File: src/tsp_pkg.sv
// ----------------------------------------------------------------------------
// tsp_pkg: shared types and constants of the temperature sensor poller
// Phase and command codes, item structs, config bundle, saturation helper.
// ----------------------------------------------------------------------------
package tsp_pkg;

   localparam int NUM_SENSORS_DEF = 2;

   localparam int ADDR_W  = 7;
   localparam int LIMIT_W = 12;
   localparam int TEMP_W  = 8;

   localparam logic [LIMIT_W-1:0] ERROR_LIMIT_RESET = 12'd2000;
   localparam logic [15:0]        NOT_READY_WORD    = 16'h8000;
   localparam logic signed [8:0]  TEMP_HI           = 9'sd127;
   localparam logic signed [8:0]  TEMP_LO           = -9'sd128;

   // per-sensor sequence position
   typedef enum logic [1:0] {
      PH_IDLE      = 2'd0,
      PH_TRIGGERED = 2'd1,
      PH_TRIG_DONE = 2'd2,
      PH_READ_REQ  = 2'd3
   } phase_type;

   // command issued to the bus controller
   typedef enum logic [1:0] {
      CMD_NONE    = 2'd0,
      CMD_TRIGGER = 2'd1,
      CMD_READ    = 2'd2
   } cmd_type;

   // register index (paddr[3:2])
   typedef enum logic [1:0] {
      REG_ADDR_A    = 2'd0,
      REG_ADDR_B    = 2'd1,
      REG_ERR_LIMIT = 2'd2
   } reg_index_type;

   typedef struct packed {
      logic [ADDR_W-1:0]  address_a;
      logic [ADDR_W-1:0]  address_b;
      logic [LIMIT_W-1:0] error_limit;
   } cfg_type;

   typedef struct packed {
      logic       sensor;
      logic       bus_accepted;
      logic       result_ready;
      logic       result_error;
      logic [7:0] read_high;
      logic [7:0] read_low;
   } req_type;

   typedef struct packed {
      cmd_type                  command;
      logic [ADDR_W-1:0]        command_address;
      logic signed [TEMP_W-1:0] temperature;
      logic                     temp_valid;
      logic                     bus_reset;
   } rsp_type;

   // word >>> 7, clamped to signed 8 bits
   function automatic logic signed [TEMP_W-1:0] sat_temp(input logic [15:0] word);
      logic signed [8:0] t;
      t = signed'(word[15:7]);
      if (t > TEMP_HI) begin
         sat_temp = TEMP_HI[TEMP_W-1:0];
      end else if (t < TEMP_LO) begin
         sat_temp = TEMP_LO[TEMP_W-1:0];
      end else begin
         sat_temp = t[TEMP_W-1:0];
      end
   endfunction

endpackage

File: src/tsp_csr.sv
// ----------------------------------------------------------------------------
// tsp_csr: configuration registers
// APB-style write/read of sensor addresses and the trigger error limit.
// ----------------------------------------------------------------------------
module tsp_csr (
   input  logic              clock,
   input  logic              reset,
   input  logic              psel,
   input  logic              penable,
   input  logic              pwrite,
   input  logic [3:0]        paddr,
   input  logic [31:0]       pwdata,
   output logic [31:0]       prdata,
   output logic              pready,
   output tsp_pkg::cfg_type  cfg
);

   logic [tsp_pkg::ADDR_W-1:0]  addr_a_ff;
   logic [tsp_pkg::ADDR_W-1:0]  addr_b_ff;
   logic [tsp_pkg::LIMIT_W-1:0] limit_ff;
   logic                        wr_en;
   logic [1:0]                  reg_idx;

   assign pready  = 1'b1;
   assign wr_en   = psel & penable & pwrite;
   assign reg_idx = paddr[3:2];

   always_ff @(posedge clock) begin
      if (reset) begin
         addr_a_ff <= '0;
         addr_b_ff <= '0;
         limit_ff  <= tsp_pkg::ERROR_LIMIT_RESET;
      end else if (wr_en) begin
         unique case (reg_idx)
            tsp_pkg::REG_ADDR_A:    addr_a_ff <= pwdata[tsp_pkg::ADDR_W-1:0];
            tsp_pkg::REG_ADDR_B:    addr_b_ff <= pwdata[tsp_pkg::ADDR_W-1:0];
            tsp_pkg::REG_ERR_LIMIT: limit_ff  <= pwdata[tsp_pkg::LIMIT_W-1:0];
            default: ;
         endcase
      end
   end

   always_comb begin
      unique case (reg_idx)
         tsp_pkg::REG_ADDR_A:    prdata = 32'(addr_a_ff);
         tsp_pkg::REG_ADDR_B:    prdata = 32'(addr_b_ff);
         tsp_pkg::REG_ERR_LIMIT: prdata = 32'(limit_ff);
         default:                prdata = '0;
      endcase
   end

   assign cfg.address_a   = addr_a_ff;
   assign cfg.address_b   = addr_b_ff;
   assign cfg.error_limit = limit_ff;

endmodule

File: src/tsp_engine.sv
// ----------------------------------------------------------------------------
// tsp_engine: per-sensor sequencer
// Holds phase and trigger error count per sensor, decodes one poll.
// ----------------------------------------------------------------------------
module tsp_engine #(
   parameter int NUM_SENSORS = tsp_pkg::NUM_SENSORS_DEF
) (
   input  logic              clock,
   input  logic              reset,
   input  logic              commit,
   input  tsp_pkg::req_type  req,
   input  tsp_pkg::cfg_type  cfg,
   output tsp_pkg::rsp_type  rsp
);

   localparam int SEL_W = $clog2(NUM_SENSORS + 1) + 1;

   tsp_pkg::phase_type          phase_ff [NUM_SENSORS];
   tsp_pkg::phase_type          phase_in [NUM_SENSORS];
   logic [tsp_pkg::LIMIT_W-1:0] count_ff [NUM_SENSORS];
   logic [tsp_pkg::LIMIT_W-1:0] count_in [NUM_SENSORS];

   logic [SEL_W-1:0]            sensor_sel;
   logic                        in_range;
   tsp_pkg::phase_type          cur_phase;
   logic [tsp_pkg::LIMIT_W-1:0] cur_count;
   tsp_pkg::phase_type          nxt_phase;
   logic [tsp_pkg::LIMIT_W-1:0] nxt_count;
   logic [tsp_pkg::LIMIT_W:0]   count_inc;
   logic                        over_limit;
   logic [15:0]                 word;
   logic                        read_retry;

   assign sensor_sel = SEL_W'(req.sensor);
   assign in_range   = sensor_sel < SEL_W'(NUM_SENSORS);
   assign word       = {req.read_high, req.read_low};
   assign count_inc  = {1'b0, cur_count} + 1'b1;
   assign over_limit = count_inc > {1'b0, cfg.error_limit};
   assign read_retry = req.result_error | (word == tsp_pkg::NOT_READY_WORD);

   // select the polled sensor's state
   always_comb begin
      cur_phase = tsp_pkg::PH_IDLE;
      cur_count = '0;
      for (int i = 0; i < NUM_SENSORS; i++) begin
         if (sensor_sel == SEL_W'(i)) begin
            cur_phase = phase_ff[i];
            cur_count = count_ff[i];
         end
      end
   end

   // next state
   always_comb begin
      nxt_phase = cur_phase;
      nxt_count = cur_count;
      unique case (cur_phase)
         tsp_pkg::PH_IDLE: begin
            if (req.bus_accepted) nxt_phase = tsp_pkg::PH_TRIGGERED;
         end
         tsp_pkg::PH_TRIGGERED: begin
            if (req.result_ready) begin
               if (req.result_error) begin
                  nxt_phase = tsp_pkg::PH_IDLE;
                  nxt_count = over_limit ? '0 : count_inc[tsp_pkg::LIMIT_W-1:0];
               end else begin
                  nxt_phase = tsp_pkg::PH_TRIG_DONE;
                  nxt_count = '0;
               end
            end
         end
         tsp_pkg::PH_TRIG_DONE: begin
            if (req.bus_accepted) nxt_phase = tsp_pkg::PH_READ_REQ;
         end
         tsp_pkg::PH_READ_REQ: begin
            if (req.result_ready) begin
               nxt_phase = read_retry ? tsp_pkg::PH_TRIG_DONE : tsp_pkg::PH_IDLE;
            end
         end
      endcase
   end

   // outputs
   always_comb begin
      rsp = '0;
      if (in_range) begin
         unique case (cur_phase)
            tsp_pkg::PH_IDLE: begin
               rsp.command = tsp_pkg::CMD_TRIGGER;
            end
            tsp_pkg::PH_TRIGGERED: begin
               rsp.bus_reset = req.result_ready & req.result_error & over_limit;
            end
            tsp_pkg::PH_TRIG_DONE: begin
               rsp.command = tsp_pkg::CMD_READ;
            end
            tsp_pkg::PH_READ_REQ: begin
               if (req.result_ready && !read_retry) begin
                  rsp.temp_valid  = 1'b1;
                  rsp.temperature = tsp_pkg::sat_temp(word);
               end
            end
         endcase
         if (rsp.command != tsp_pkg::CMD_NONE) begin
            rsp.command_address = req.sensor ? cfg.address_b : cfg.address_a;
         end
      end
   end

   always_comb begin
      for (int i = 0; i < NUM_SENSORS; i++) begin
         phase_in[i] = phase_ff[i];
         count_in[i] = count_ff[i];
         if (commit && in_range && sensor_sel == SEL_W'(i)) begin
            phase_in[i] = nxt_phase;
            count_in[i] = nxt_count;
         end
      end
   end

   always_ff @(posedge clock) begin
      for (int i = 0; i < NUM_SENSORS; i++) begin
         if (reset) begin
            phase_ff[i] <= tsp_pkg::PH_IDLE;
            count_ff[i] <= '0;
         end else begin
            phase_ff[i] <= phase_in[i];
            count_ff[i] <= count_in[i];
         end
      end
   end

endmodule

File: src/temp_sensor_poll_controller.sv
// Each poll item is held in the input register, then in the result register;
// the item stays in the input register while rsp_ready holds the result back.
// Throughput: one item per cycle while rsp_ready is high; per-sensor state update
// and decode form one combinational path between input and result registers.
// Reset (synchronous, active high): all sensors idle, error counts zero,
// addresses 0, error limit 2000, both pipeline registers empty.
// ----------------------------------------------------------------------------
// temp_sensor_poll_controller: polls temperature sensors over a bus controller
// Each item is one poll of one sensor with the bus controller's answer; each
// item yields one result with the next command, reading and bus reset flag.
// ----------------------------------------------------------------------------
module temp_sensor_poll_controller #(
   parameter int NUM_SENSORS = tsp_pkg::NUM_SENSORS_DEF
) (
   input  logic        clock,
   input  logic        reset,
   // poll items
   input  logic        req_valid,
   output logic        req_ready,
   input  logic        req_sensor,
   input  logic        req_bus_accepted,
   input  logic        req_result_ready,
   input  logic        req_result_error,
   input  logic [7:0]  req_read_high,
   input  logic [7:0]  req_read_low,
   // result items
   output logic        rsp_valid,
   input  logic        rsp_ready,
   output logic [1:0]  rsp_command,
   output logic [6:0]  rsp_command_address,
   output logic signed [7:0] rsp_temperature,
   output logic        rsp_temp_valid,
   output logic        rsp_bus_reset,
   // configuration
   input  logic        psel,
   input  logic        penable,
   input  logic        pwrite,
   input  logic [3:0]  paddr,
   input  logic [31:0] pwdata,
   output logic [31:0] prdata,
   output logic        pready
);

   tsp_pkg::cfg_type cfg;
   tsp_pkg::req_type stage_ff;
   tsp_pkg::req_type stage_in;
   logic             stage_valid_ff;
   logic             stage_valid_in;
   tsp_pkg::rsp_type rsp_ff;
   tsp_pkg::rsp_type rsp_in;
   logic             rsp_valid_ff;
   logic             rsp_valid_in;
   tsp_pkg::rsp_type eng_rsp;
   logic             req_take;
   logic             commit;

   tsp_csr u_csr (
      .clock   (clock),
      .reset   (reset),
      .psel    (psel),
      .penable (penable),
      .pwrite  (pwrite),
      .paddr   (paddr),
      .pwdata  (pwdata),
      .prdata  (prdata),
      .pready  (pready),
      .cfg     (cfg)
   );

   // The stage item moves to the result register when that register is free
   // or being drained; sensor state is updated at the same edge, so a
   // following poll of the same sensor sees the updated state.
   assign commit    = stage_valid_ff & (~rsp_valid_ff | rsp_ready);
   assign req_ready = ~stage_valid_ff | commit;
   assign req_take  = req_valid & req_ready;

   tsp_engine #(
      .NUM_SENSORS (NUM_SENSORS)
   ) u_engine (
      .clock  (clock),
      .reset  (reset),
      .commit (commit),
      .req    (stage_ff),
      .cfg    (cfg),
      .rsp    (eng_rsp)
   );

   always_comb begin
      stage_in.sensor       = req_sensor;
      stage_in.bus_accepted = req_bus_accepted;
      stage_in.result_ready = req_result_ready;
      stage_in.result_error = req_result_error;
      stage_in.read_high    = req_read_high;
      stage_in.read_low     = req_read_low;
      stage_valid_in        = req_take | (stage_valid_ff & ~commit);
      rsp_in                = eng_rsp;
      rsp_valid_in          = commit | (rsp_valid_ff & ~rsp_ready);
   end

   // control
   always_ff @(posedge clock) begin
      if (reset) begin
         stage_valid_ff <= 1'b0;
         rsp_valid_ff   <= 1'b0;
      end else begin
         stage_valid_ff <= stage_valid_in;
         rsp_valid_ff   <= rsp_valid_in;
      end
   end

   // payload, no reset
   always_ff @(posedge clock) begin
      if (req_take) begin
         stage_ff <= stage_in;
      end
      if (commit) begin
         rsp_ff <= rsp_in;
      end
   end

   assign rsp_valid           = rsp_valid_ff;
   assign rsp_command         = rsp_ff.command;
   assign rsp_command_address = rsp_ff.command_address;
   assign rsp_temperature     = rsp_ff.temperature;
   assign rsp_temp_valid      = rsp_ff.temp_valid;
   assign rsp_bus_reset       = rsp_ff.bus_reset;

   // a reading or a bus reset only comes out of a wait phase: no command
   a_flag_no_cmd: assert property (@(posedge clock) disable iff (reset)
      rsp_valid && (rsp_temp_valid || rsp_bus_reset) |->
         rsp_command == tsp_pkg::CMD_NONE)
      else $error("reading or bus reset together with a command");

   a_temp_zero: assert property (@(posedge clock) disable iff (reset)
      rsp_valid && !rsp_temp_valid |-> rsp_temperature == 8'sd0)
      else $error("temperature not zero without a reading");

   a_addr_zero: assert property (@(posedge clock) disable iff (reset)
      rsp_valid && rsp_command == tsp_pkg::CMD_NONE |-> rsp_command_address == 7'd0)
      else $error("address not zero without a command");

   a_stage_hold: assert property (@(posedge clock) disable iff (reset)
      stage_valid_ff && !commit |=> stage_valid_ff && $stable(stage_ff))
      else $error("stalled stage item lost or changed");

endmodule

File: config.mk
export PLATFORM = sky130hd
export DESIGN_NAME = temp_sensor_poll_controller
export DESIGN_NICKNAME = d
export VERILOG_FILES = /design/src/tsp_pkg.sv /design/src/tsp_csr.sv /design/src/tsp_engine.sv /design/src/temp_sensor_poll_controller.sv
export SDC_FILE = /design/constraint.sdc
export NUM_CORES = 1
export LEC_CHECK = 0
export ABC_CLOCK_PERIOD_IN_PS = 10190
export BUFFER_PORTS_ARGS = -buffer_cell sky130_fd_sc_hd__clkbuf_2
export CAP_MARGIN = 20
export CORE_ASPECT_RATIO = 0.6
export CORE_UTILIZATION = 50
export CTS_BUF_LIST = sky130_fd_sc_hd__clkbuf_4 sky130_fd_sc_hd__clkbuf_8
export DETAILED_ROUTE_END_ITERATION = 12
export PLACE_DENSITY_LB_ADDON = 0.2
export REMOVE_ABC_BUFFERS = 1
export SLEW_MARGIN = 20
export SYNTH_ARGS = -nofsm -noshare
export SYNTH_HDL_FRONTEND = slang
export SYNTH_HIERARCHICAL = 1
export SYNTH_SLANG_ARGS = --single-unit
File: constraint.sdc
create_clock -name clock -period 10.19 [get_ports clock]
set_input_delay 1.019 -clock clock [delete_from_list [all_inputs] [get_ports clock]]
set_output_delay 1.019 -clock clock [all_outputs]
set_load 0.01 [all_outputs]
==> results.py <==
metrics = {
    "sta": {
        "final-setup-viol-count": 0,
        "setup_tns_ns": 0,
        "hold_viol_final": 0,
        "min_period_ns": 4.56,
        "timing.fmax_ghz": 0.219,
        "fin_crit_sh_pct": 44.7,
        "max_slew_margin_pct": 35.3,
        "tightest_slew_ns": 0.970,
        "holdWs_ns": 0.488,
        "rsz0062_at_grt": "false",
        "finClkSkew_ns": 0.0128,
        "slew_viol_final": 0,
    },
    "power_and_ir_drop": {
        "finalPower_uw": 767,
        "power.static_leakage_uw": 0.00235,
        "p_per_area_nw_per_um2": 135,
        "peakVddDrop_mv": 0.0627,
    },
    "detailed_routing": {
        "ant_nets": 0,
        "wl_per_cell_um": 16.5,
        "wirelength_mm": 11.8,
        "dr.pass1.iters": 5,
        "drtIter0Drc": 302,
        "drcViolationCount": 0,
        "via_per_inst": 5.51,
        "vias": 3954,
    },
    "placed_design": {
        "numPortBuffers": 73,
        "dp.cells": 701,
        "dp_hpwl_mm": 8.61,
        "place.gp.congestion": 0.851,
    },
    "cts": {
        "htreeDepth": 3,
        "insertion_delay_ns": 0.37,
        "clkTransAtPathRegs_ns": 0.10,
        "numCtsBuffers": 9,
        "cts_sinks": 95,
        "post_cts_resized": 0,
        "clockBufferDepth": 2,
        "cts_setup_buffers": 0,
        "cts_hold_buf": 0,
        "cts_tree": "done",
        "clockRootBuffer": "clkbuf_8",
    },
    "yosys": {
        "ys_ff_latch": 95,
        "synthCells": 517,
        "ys.flop_type": "dfxtp_1",
        "synth_area_sq_um": 5150,
        "synth-edff-count": 39,
        "ys_warn_count": 6,
        "synthArstFlopShare_pct": 0,
        "syn_area_per_cell_sq_um": 9.97,
        "seq_area_frac_synth_pct": 44.5,
        "synth_cell_types": 62,
    },
    "worst_setup_path": {
        "worstReg2RegStart": "stage_ff[19]$_DFFE_PP_",
        "crit_end": "u_engine/count_ff[1][1]$_SDFFE_PP0P_",
        "crit_start": "stage_ff[19]$_DFFE_PP_",
        "critPathKind": "reg2reg",
        "path_cells": "buf_4, mux2_2, ha_1, nand4_1, xor2_1, ha_1, a21o_1, a21oi_1, o21ai_0, o31ai_4, nand4_1, a311oi_1",
        "slowest_stage": "o31ai_4",
        "worstSetupEndpointType": "register",
        "cp_max_fo": 39,
        "arrival_ns": 4.83,
        "cpPeakStageDelay_ns": 0.81,
        "crit_path_start_kind": "register",
        "reg2reg_to": "u_engine/count_ff[1][1]$_SDFFE_PP0P_",
        "ff2ff_setup_slack_ns": 5.63,
        "crit_required_ns": 10.46,
        "reg2reg_depth": 12,
    },
    "flow_run": {
        "maxCapViolations": 0,
    },
    "finish": {
        "fin_util_pct": 57.3,
        "nNetsFinal": 654,
        "antenna_cells": 0,
        "syn_to_final_growth_pct": 10.7,
        "finalNonFillerCells": 717,
        "drive_gt1_share_pct": 19.1,
    },
    "global_routing": {
        "grt.overflow.total": 0,
        "grt_pass1_vias": 3756,
        "grt_antenna_before_repair": 0,
        "grt_max_degree": 72,
        "grtUsageTotal_pct": 23.6,
        "grt_pass1_wl_mm": 19.2,
    },
    "status": {
        "outcome": "finished clean",
    },
    "die": {
        "dieWidth_um": 133,
        "ios": 117,
        "core_sq_um": 9950,
        "dieArea_sq_um": 10700,
        "core.rowCount": 28,
        "initial_core_util_pct": 51.8,
        "die_y_um": 80.6,
    },
    "hold_path": {
        "min_path_type": "reg2reg",
    },
}
## worst max-delay path, delay by kind of cell (launching register included)
| kind | cells | cell delay [ns] |
|---|---|---|
| AOI/OAI and AO/OA | 5 | 1.71 |
| adders and majority gates | 2 | 0.64 |
| buffers and inverters | 1 | 0.50 |
| xor gates and xnor gates | 1 | 0.47 |
| muxes | 1 | 0.44 |
| and+or+nand+nor | 2 | 0.36 |
| DFF | 1 | 0.33 |
## layer usage
metal	GRT usage (%)	wire [um]	part of all wire, %	vias up
met5	0	0	0	-
met4	6.55	100	0.85	0
met3	6.50	1040	8.8	10
met2	36.1	4980	42	164
met1	32.5	5700	48	1859
li1	-	-	-	1921
## registers in the layout, summed over array words and instances, names as in the netlist
register and count:
stage_ff 20, u_csr/limit_ff 12, u_engine/count_ff 24, rsp_valid 1, rsp_command 2, rsp_temperature 8, u_csr/addr_b_ff 7, rsp_temp_valid 1
rsp_command_address 7, stage_valid_ff 1, u_csr/addr_a_ff 7, u_engine/phase_ff 4, rsp_bus_reset 1
## kinds of logic (layout without fill, tap and decap cells)
family / Yosys count / in the layout / share of synthesized area [%]
simple gates: 195 / 195 / 20.6
xor+xnor: 11 / 11 / 1.87
mux: 55 / 55 / 11.2
buf+inv: 63 / 109 / 7.23
other cells: 2 / 21 / 0.146
compound gates: 82 / 82 / 11.1
flops: 95 / 95 / 44.5
fa+ha+maj: 14 / 14 / 3.40
## metrics by stage
stage | area, sq um | setup slack (ns)
floorplan | 4910 | 5.67
global placement | 5490 | 5.92
detailed placement | 5490 | 5.83
CTS | 5700 | 5.80
global route | 5700 | 5.36
finish | 5700 | 5.63
## area by class of cell
type                       instances  area, sq um
clock inverter                     7         93.8
fill                             897         4250
clock buffer                       9          124
inverter                          16         60.1
timing repair buffer              77          395
sequential                        95         2290
multi-input combinational        378         2570
tap                              135          169
## worst min path at each step
| stage | from | to | slack (ns) | depth (start not counted) |
|---|---|---|---|---|
| final | u_engine/count_ff[1][6]$_SDFFE_PP0P_ | u_engine/count_ff[1][6]$_SDFFE_PP0P_ | 0.49 | 2 |
| after global routing | u_engine/phase_ff[1][1]$_SDFFE_PP0P_ | u_engine/phase_ff[1][1]$_SDFFE_PP0P_ | 0.52 | 2 |
| after CTS | u_engine/phase_ff[1][1]$_SDFFE_PP0P_ | u_engine/phase_ff[1][1]$_SDFFE_PP0P_ | 0.49 | 2 |
| after detailed placement | u_engine/phase_ff[1][1]$_SDFFE_PP0P_ | u_engine/phase_ff[1][1]$_SDFFE_PP0P_ | 0.47 | 2 |
| after global placement | u_csr/addr_a_ff[6]$_SDFFE_PP0P_ | u_csr/addr_a_ff[6]$_SDFFE_PP0P_ | 0.47 | 2 |
| after floorplan | u_engine/phase_ff[1][1]$_SDFFE_PP0P_ | u_engine/phase_ff[1][1]$_SDFFE_PP0P_ | 0.45 | 2 |
## power breakdown
group / total (uW) / internal (uW) / switching [uW] / leakage [uW]
Sequential: 417 / 409 / 8.67 / 0.000832
Combinational: 75.2 / 28.9 / 46.4 / 0.00141
Clock: 275 / 139 / 136 / 0.000108
## cells in the final DEF (no fill, tap or decap), types with 12 or more instances in the layout
master    instances
mux2i_1          49
nand2_1          36
nand2b_1         34
clkbuf_2         73
nand4_1          12
dfxtp_1          56
nor2_1           48
conb_1           21
nand3_1          17
edfxtp_1         39
a21oi_1          18
inv_1            16
ha_1             14
## synth_stat cells, types with 4 or more instances
library cell  number  area, sq um
o21ai_0           11         55.1
xnor2_1            7         61.3
nor3_1             6         30.0
xor2_1             4         35.0
a211oi_1          11         82.6
a311oi_1           4         35.0
o21bai_1           4         30.0
and2_1             8         50.1
nand2b_1          34          213
nor2b_1            7         43.8
mux2i_1           49          490
a41oi_1            5         43.8
a21oi_1           18         90.1
nor4_1             4         25.0
buf_2              6         30.0
dfxtp_1           56         1120
inv_1             16         60.1
clkbuf_1          13         48.8
nand4_1           12         75.1
buf_4             24          180
nand2_1           36          135
edfxtp_1          39         1170
o21a_1             8         60.1
nor2_1            48          180
ha_1              14          175
nand3_1           17         85.1
Power figures use the tool's default switching activity.
